$ cat src/rtl/core/rrts_pkg.sv
// Shared types, codes and sizes of the round robin task scheduler.
package rrts_pkg;

	localparam int NumSlots = 64;
	localparam int IdWidth  = 16;

	typedef enum logic [2:0] {
		FN_CREATE   = 3'd0,
		FN_DISPATCH = 3'd1,
		FN_COMPLETE = 3'd2,
		FN_BLOCK    = 3'd3,
		FN_WAKE     = 3'd4,
		FN_QUERY    = 3'd5
	} func_e_t;

	typedef enum logic [1:0] {
		ST_FINISHED = 2'd0,
		ST_READY    = 2'd1,
		ST_RUNNING  = 2'd2,
		ST_BLOCKED  = 2'd3
	} status_t;

	localparam logic [1:0] OC_FINISHED = 2'd0;
	localparam logic [1:0] OC_BLOCKED  = 2'd1;

	typedef enum logic [1:0] {
		SQ_IDLE,
		SQ_SCAN,
		SQ_RESP
	} seq_state_t;

	// one task request
	typedef struct packed {
		logic [2:0]          func;
		logic [31:0]         entry_handle;
		logic [31:0]         context_handle;
		logic [15:0]         target_id;
		logic [1:0]          outcome;
	} req_t;

	// one result
	typedef struct packed {
		logic                accepted;
		logic [15:0]         result_id;
		logic [31:0]         entry_out;
		logic [31:0]         context_out;
		logic [1:0]          result_state;
		logic [15:0]         active_id;
		logic [6:0]          live_tasks;
		logic [6:0]          ready_tasks;
	} rsp_t;

	// id and status of one slot
	typedef struct packed {
		logic [IdWidth-1:0]  id;
		status_t             status;
	} meta_t;

	// memory command group
	typedef struct packed {
		logic                rd_en;
		logic                wr_en;
		logic                wr_handles;
	} mem_cmd_t;

endpackage

$ cat src/rtl/core/rrts_ctrl.sv
// Request sequencer: slot scans, read-modify-write of the table, counters.
module rrts_ctrl import rrts_pkg::*; #(
	parameter int NUM_SLOTS = NumSlots,
	localparam int IDX_W = $clog2(NUM_SLOTS),
	localparam int CNT_W = $clog2(NUM_SLOTS + 1)
) (
	input  logic             clk,
	input  logic             arst_n,
	input  logic             req_valid,
	output logic             req_stall,
	input  req_t             req,
	output mem_cmd_t         mem_cmd,
	output logic [IDX_W-1:0] mem_rd_addr,
	output logic [IDX_W-1:0] mem_wr_addr,
	output meta_t            mem_wr_meta,
	output logic [31:0]      mem_wr_entry,
	output logic [31:0]      mem_wr_context,
	input  meta_t            mem_rd_meta,
	input  logic [31:0]      mem_rd_entry,
	input  logic [31:0]      mem_rd_context,
	output logic             res_valid,
	input  logic             res_take,
	output rsp_t             res
);

	localparam logic [IDX_W-1:0] LastIdx = IDX_W'(NUM_SLOTS - 1);
	localparam logic [CNT_W-1:0] FullCnt = CNT_W'(NUM_SLOTS);

	seq_state_t        state_q, state_d;
	func_e_t           op_q;
	req_t              cmd_q;
	logic [IDX_W-1:0]  scan_idx_q, rd_idx_s1, run_idx_q, cursor_q;
	logic [CNT_W-1:0]  issued_q, checked_q, lim_q, live_q, ready_q;
	logic              rd_vld_s1;
	logic [IdWidth-1:0] nid_q, run_id_q, nid_use;
	rsp_t              res_q, res_d;
	logic [CNT_W+6:0]  live_w, ready_w;

	logic              accept, fail, issue, hit, chk, found, last, done;
	logic              live_new, live_old, rdy_new, rdy_old;
	logic [IDX_W-1:0]  start_idx, idx_inc;
	logic [CNT_W-1:0]  start_lim;

	assign accept  = (state_q == SQ_IDLE) && req_valid;
	assign nid_use = (nid_q == '0) ? IdWidth'(1) : nid_q;
	assign idx_inc = (scan_idx_q == LastIdx) ? '0 : scan_idx_q + 1'b1;

	// check the request before any scan
	always_comb begin
		fail      = 1'b0;
		start_idx = '0;
		start_lim = FullCnt;
		unique case (req.func)
			FN_CREATE:   fail = (req.entry_handle == '0);
			FN_DISPATCH: begin
				fail      = (run_id_q != '0);
				start_idx = cursor_q;
			end
			FN_COMPLETE: begin
				fail      = (run_id_q == '0);
				start_idx = run_idx_q;
				start_lim = CNT_W'(1);
			end
			FN_BLOCK, FN_WAKE, FN_QUERY: fail = (req.target_id == '0);
			default:     fail = 1'b1;
		endcase
	end

	// match the slot that came back from the memory
	always_comb begin
		unique case (op_q)
			FN_CREATE:   hit = (mem_rd_meta.id == '0);
			FN_DISPATCH: hit = (mem_rd_meta.status == ST_READY);
			FN_COMPLETE: hit = 1'b1;
			default:     hit = (mem_rd_meta.id == cmd_q.target_id);
		endcase
	end

	assign issue = (state_q == SQ_SCAN) && (issued_q < lim_q);
	assign chk   = (state_q == SQ_SCAN) && rd_vld_s1;
	assign found = chk && hit;
	assign last  = chk && (checked_q == lim_q - 1'b1);
	assign done  = found || last;

	// next state
	always_comb begin
		state_d = state_q;
		unique case (state_q)
			SQ_IDLE: if (req_valid) begin
				state_d = fail ? SQ_RESP : SQ_SCAN;
			end
			SQ_SCAN: if (done) begin
				state_d = SQ_RESP;
			end
			SQ_RESP: if (res_take) begin
				state_d = SQ_IDLE;
			end
			default: state_d = SQ_IDLE;
		endcase
	end

	// memory command and result of a found slot
	always_comb begin
		mem_cmd        = '0;
		mem_cmd.rd_en  = issue;
		mem_rd_addr    = scan_idx_q;
		mem_wr_addr    = rd_idx_s1;
		mem_wr_meta    = mem_rd_meta;
		mem_wr_entry   = cmd_q.entry_handle;
		mem_wr_context = cmd_q.context_handle;
		res_d          = '0;
		if (found) begin
			unique case (op_q)
				FN_CREATE: begin
					mem_cmd.wr_en      = 1'b1;
					mem_cmd.wr_handles = 1'b1;
					mem_wr_meta        = '{id: nid_use, status: ST_READY};
					res_d.accepted     = 1'b1;
					res_d.result_id    = 16'(nid_use);
				end
				FN_DISPATCH: begin
					mem_cmd.wr_en      = 1'b1;
					mem_wr_meta.status = ST_RUNNING;
					res_d.accepted     = 1'b1;
					res_d.result_id    = 16'(mem_rd_meta.id);
					res_d.entry_out    = mem_rd_entry;
					res_d.context_out  = mem_rd_context;
				end
				FN_COMPLETE: begin
					mem_cmd.wr_en  = 1'b1;
					res_d.accepted = 1'b1;
					priority if (cmd_q.outcome == OC_FINISHED) begin
						mem_wr_meta = '0;
					end else if (cmd_q.outcome == OC_BLOCKED) begin
						mem_wr_meta = '{id: run_id_q, status: ST_BLOCKED};
					end else begin
						mem_wr_meta = '{id: run_id_q, status: ST_READY};
					end
				end
				FN_BLOCK: if (mem_rd_meta.status != ST_FINISHED) begin
					mem_cmd.wr_en      = 1'b1;
					mem_wr_meta.status = ST_BLOCKED;
					res_d.accepted     = 1'b1;
				end
				FN_WAKE: if (mem_rd_meta.status == ST_BLOCKED) begin
					mem_cmd.wr_en      = 1'b1;
					mem_wr_meta.status = ST_READY;
					res_d.accepted     = 1'b1;
				end
				default: begin
					res_d.accepted     = 1'b1;
					res_d.result_state = mem_rd_meta.status;
				end
			endcase
		end
	end

	assign live_new = (mem_wr_meta.id != '0);
	assign live_old = (mem_rd_meta.id != '0);
	assign rdy_new  = (mem_wr_meta.status == ST_READY);
	assign rdy_old  = (mem_rd_meta.status == ST_READY);

	// sequencer and scheduler registers
	always_ff @(posedge clk or negedge arst_n) begin
		if (!arst_n) begin
			state_q   <= SQ_IDLE;
			op_q      <= FN_CREATE;
			issued_q  <= '0;
			checked_q <= '0;
			lim_q     <= '0;
			scan_idx_q <= '0;
			rd_idx_s1 <= '0;
			rd_vld_s1 <= 1'b0;
			nid_q     <= IdWidth'(1);
			run_id_q  <= '0;
			run_idx_q <= '0;
			cursor_q  <= '0;
			live_q    <= '0;
			ready_q   <= '0;
		end else begin
			state_q <= state_d;
			// start a scan
			if (accept && !fail) begin
				op_q       <= func_e_t'(req.func);
				scan_idx_q <= start_idx;
				lim_q      <= start_lim;
				issued_q   <= '0;
				checked_q  <= '0;
			end
			// advance the scan
			if (issue) begin
				scan_idx_q <= idx_inc;
				issued_q   <= issued_q + 1'b1;
			end
			if (chk) begin
				checked_q <= checked_q + 1'b1;
			end
			rd_idx_s1 <= scan_idx_q;
			rd_vld_s1 <= issue && !done;
			// update counts on a table write
			if (mem_cmd.wr_en) begin
				live_q  <= live_q + CNT_W'(live_new) - CNT_W'(live_old);
				ready_q <= ready_q + CNT_W'(rdy_new) - CNT_W'(rdy_old);
			end
			// update the running task and id counter
			if (found && op_q == FN_CREATE) begin
				nid_q <= nid_use + 1'b1;
			end
			if (found && op_q == FN_DISPATCH) begin
				run_id_q  <= mem_rd_meta.id;
				run_idx_q <= rd_idx_s1;
				cursor_q  <= (rd_idx_s1 == LastIdx) ? '0 : rd_idx_s1 + 1'b1;
			end
			if (found && op_q == FN_COMPLETE) begin
				run_id_q <= '0;
			end
		end
	end

	// hold the request and the result payload
	always_ff @(posedge clk) begin
		if (accept) begin
			cmd_q <= req;
			res_q <= '0;
		end
		if (chk && done) begin
			res_q <= res_d;
		end
	end

	assign live_w  = {7'd0, live_q};
	assign ready_w = {7'd0, ready_q};

	// drive the result
	always_comb begin
		res             = res_q;
		res.active_id   = 16'(run_id_q);
		res.live_tasks  = live_w[6:0];
		res.ready_tasks = ready_w[6:0];
	end

	assign res_valid = (state_q == SQ_RESP);
	assign req_stall = (state_q != SQ_IDLE);

endmodule

$ cat config.mk
export PLATFORM = sky130hd
export DESIGN_NAME = rrts_ctrl
export DESIGN_NICKNAME = d
export VERILOG_FILES = /design/src/rtl/core/rrts_pkg.sv /design/src/rtl/core/rrts_ctrl.sv
export SDC_FILE = /design/constraint.sdc
export NUM_CORES = 1
export LEC_CHECK = 0
export ABC_AREA = 1
export BUFFER_PORTS_ARGS = -buffer_cell sky130_fd_sc_hd__buf_4
export CORE_UTILIZATION = 32
export DETAILED_ROUTE_END_ITERATION = 8
export HOLD_SLACK_MARGIN = 0.1
export PLACE_DENSITY = 0.56
export SLEW_MARGIN = 15
export SYNTH_ARGS = -nofsm -noshare
export SYNTH_HDL_FRONTEND = slang
export SYNTH_SLANG_ARGS = --single-unit
export TNS_END_PERCENT = 30
$ cat constraint.sdc
create_clock -name clk -period 6.4 [get_ports clk]
set_input_delay 1.6 -clock clk [delete_from_list [all_inputs] [get_ports clk]]
set_output_delay 1.6 -clock clk [all_outputs]
set_load 0.05 [all_outputs]
==> summary.md <==
| Metric | Value |
|---|---|
| Hold path endpoint | `live_q[6]` |
| Max Cap Viol | `0` |
| Root Buffer | `clkbuf_16` |
| Setup TNS Final | `0 ps` |
| Hold Vio Cnt, Final | `0` |
| Core footprint | `approximately 0.038 mm²` |
| HPWL after DPL | `between 20000 and 30000 µm` |
| Antenna violations before repair | `7` |
| Tcrit/Tclk final | `0.896` |
| Seq cells post-synth | `257` |
| Worst slew pin tran | `between 700 and 800 ps` |
| Starting density of the core | `0.325` |
| Ranking of synthesized cells by area | `edfxtp_1 41%, dfrtp_1 19%, nand2_1 6.9%` |
| GP Congestion | `0.889` |
| Peak supply drop | `approximately 0.28 mV` |
| TritonCTS Buffers | `30` |
| Worst endpoint required time | `between 4000 and 5000 ps` |
| Die Footprint | `slightly below 0.04 mm²` |
| Final ANT Viol Nets | `0` |
| First-pass DRT Iterations | `6` |
| Number of global-route vias before repair | `9585` |
| Post_cts resized | `0` |
| Power Density | `between 300 and 400 mW/mm²` |
| Layout fillers | `between 3000 and 4000` |
| Worst Hold Slack | `468 ps` |
| FP Rows | `71` |
| Final Non-Filler Cells | `approximately 2100` |
| Skew-Pair Late Insertion Delay | `around 580 ps` |
| Final Slew Violations | `0` |
| Post-synthesis cell area | `roughly 0.012 mm²` |
| DR WL/cell | `17.4 µm` |
| Highest clock rate | `0.174 GHz` |
| Worst-path maximum fanout | `25` |
| R2r startpoint | `op_q[0]` |
| Hold Buf Count CTS | `0` |
| Leak Pwr | `approximately 0.0077 µW` |
| Clk slew on worst S/H paths | `roughly 60 ps` |
| CP startpoint kind | `input pin` |
| Post-synth EDFFs | `approximately 170` |
| Synth async-reset ratio | `0.358` |
| Die width | `197 µm` |
| Final Net Count | `about 1800` |
| Synth Instances | `1258` |
| First-pass GRT wire length | `approximately 55000 µm` |
| Status | `complete, no violations` |
| Largest net degree at the start of global routing | `between 60 and 70` |
| Place WS | `697 ps` |
| CP Capture Type | `output port` |
| DRC viols | `0` |
| CP Data Arrival Time | `4130 ps` |
| Routed vias | `9514` |
| Hold Crit Class | `flip-flop to flip-flop` |
| Post-synthesis sequential area ratio | `0.594` |
| CTS tree | `done` |
| Input/output buffers | `about 380` |
| WHS Path Cells | `1` |
| P&R area growth vs syn | `31.8%` |
| Remaining Overflow, GRT | `0` |
| Synthesized Nets | `1450` |
| Minimum clock period | `between 5000 and 6000 ps` |
| Initial drt markers | `560` |
| I/O pins | `approximately 380` |
| Top_reg_cell synth | `edfxtp_1` |
| Largest area contributor in the netlist | `edfxtp_1` |
| Placed insts | `between 2000 and 2500` |
| RR Endpoint | `live_q[6]` |
| Number of synthesis warnings | `0` |
| Via/cell ratio | `around 4.5` |
| Synth cell types | `39` |
| Layout cells sized above 1 | `0.296` |
| Global-route usage over all layers | `0.187` |
| Layout Skew | `19.7 ps` |
| Post-CTS setup buffers | `0` |
| # clock sinks | `257` |
| Post-synth top area share | `0.406` |
| Worst setup path class | `input pin to output port` |
| Post-synth top cells | `223 x nand2_1, 196 x inv_1, 168 x nor2_1` |
| Syn_area_per_cell | `9.71 µm²` |
| Height of the die | `~200 µm` |
| Relative slew slack | `0.481` |
| H-Tree Depth | `1` |
| Most numerous cell in the Yosys netlist | `nand2_1` |
| Clk buf depth | `3` |
| Hold Crit Start | `live_q[6]` |
| RSZ-0062 raised after global routing | `no` |
| Reg2reg path depth | `25` |
| Reg-to-reg slack, setup | `approximately 2000 ps` |
| DRT Wirelength | `between 30000 and 40000 µm` |
| Fin worst setup slack | `~670 ps` |
| # setup viols final | `0` |
-- flip-flops by register name, summed over array words and instances, names as in the netlist --
register and count:
checked_q 7, cmd_q 18, cursor_q 6, issued_q 7, lim_q 2, live_q 7
mem_rd_addr 6, mem_wr_addr 6, mem_wr_context 32, mem_wr_entry 32, nid_q 16, op_q 3
rd_vld_s1 1, ready_q 7, res 83, run_id_q 16, run_idx_q 6, state_q 2
-- kinds of logic (layout without fill, tap and decap cells) --
group | Yosys count | after routing | synth area share
compound gates | 138 | 138 | 0.0655
other cells | 0 | 5 | 0
simple gates | 493 | 493 | 0.169
xor+xnor | 36 | 36 | 0.0258
fa+ha+maj | 21 | 21 | 0.0228
flops | 257 | 257 | 0.594
buf+inv | 313 | 665 | 0.123
-- worst max-delay path: stages --
cell,delay [ps]
buf_4,120
inv_2,100
nand4_1,120
nor2_1,220
nand2_1,160
a21oi_4,440
nand2_4,310
inv_2,370
nand2_1,90
buf_4,230
inv_1,150
buf_4,230
-- placed cells by master (no fill, tap or decap), types with 4 or more instances in the layout --
cell and instances:
a21oi_1 21, a22o_1 4, buf_4 390, clkbuf_16 30, clkinv_1 6, clkinv_2 8, clkinvlp_4 4, dfrtp_1 91
diode_2 5, edfxtp_1 165, ha_1 19, inv_1 196, inv_2 23, nand2_1 223, nand3_1 48, nand3b_1 6
nand4_1 18, nor2_1 167, nor3_1 11, nor4_1 10, o21ai_0 69, o22ai_1 31, xnor2_1 6, xor2_1 30
-- stage by stage --
stage	power [µW]	area, µm²	utilization
6_report	6290	16100	0.428
5_1_grt	6570	16100	0.428
4_1_cts	6360	16100	0.428
3_5_place_dp	4650	15100	0.402
3_3_place_gp	4630	15100	0.402
2_1_floorplan	3970	12200	-
-- where the power goes --
part | internal [µW] | leakage [µW] | switching (µW)
sequential | 2170 | 0.00267 | 181
clock | 977 | 0.000467 | 708
combinational | 601 | 0.00452 | 1650
total | 3750 | 0.00766 | 2540
-- area by class of cell --
class                           count  area, µm²  share of cell area
Sequential cell                   257       7260               0.451
Multi-Input combinational cell    688       3460               0.215
Timing Repair Buffer              390       2930               0.182
Inverter                          220        827              0.0514
Clock buffer                       32        758              0.0471
Tap cell                          511        639              0.0397
Clock inverter                     23        211              0.0131
Antenna cell                        5       12.5            0.000777
-- per-layer routing --
layer | routed length, µm | track usage
met1 | 14100 | 0.211
met3 | 3080 | 0.0519
met2 | 18800 | 0.338
met5 | 34 | 0
met4 | 984 | 0.0583
-- how the worst max path moves through the flow --
stage	from	end	slack, ps	cells after the start
after detailed placement	mem_rd_meta[7]	ready_q[6]	700	23
after CTS	mem_rd_meta[6]	mem_cmd[1]	730	12
after floorplan	mem_rd_meta[16]	ready_q[6]	830	22
final	mem_rd_meta[6]	mem_cmd[1]	670	12
after global placement	mem_rd_meta[7]	ready_q[6]	780	23
after global routing	mem_rd_meta[7]	mem_cmd[1]	420	12
(Power assumes the default switching activity.)
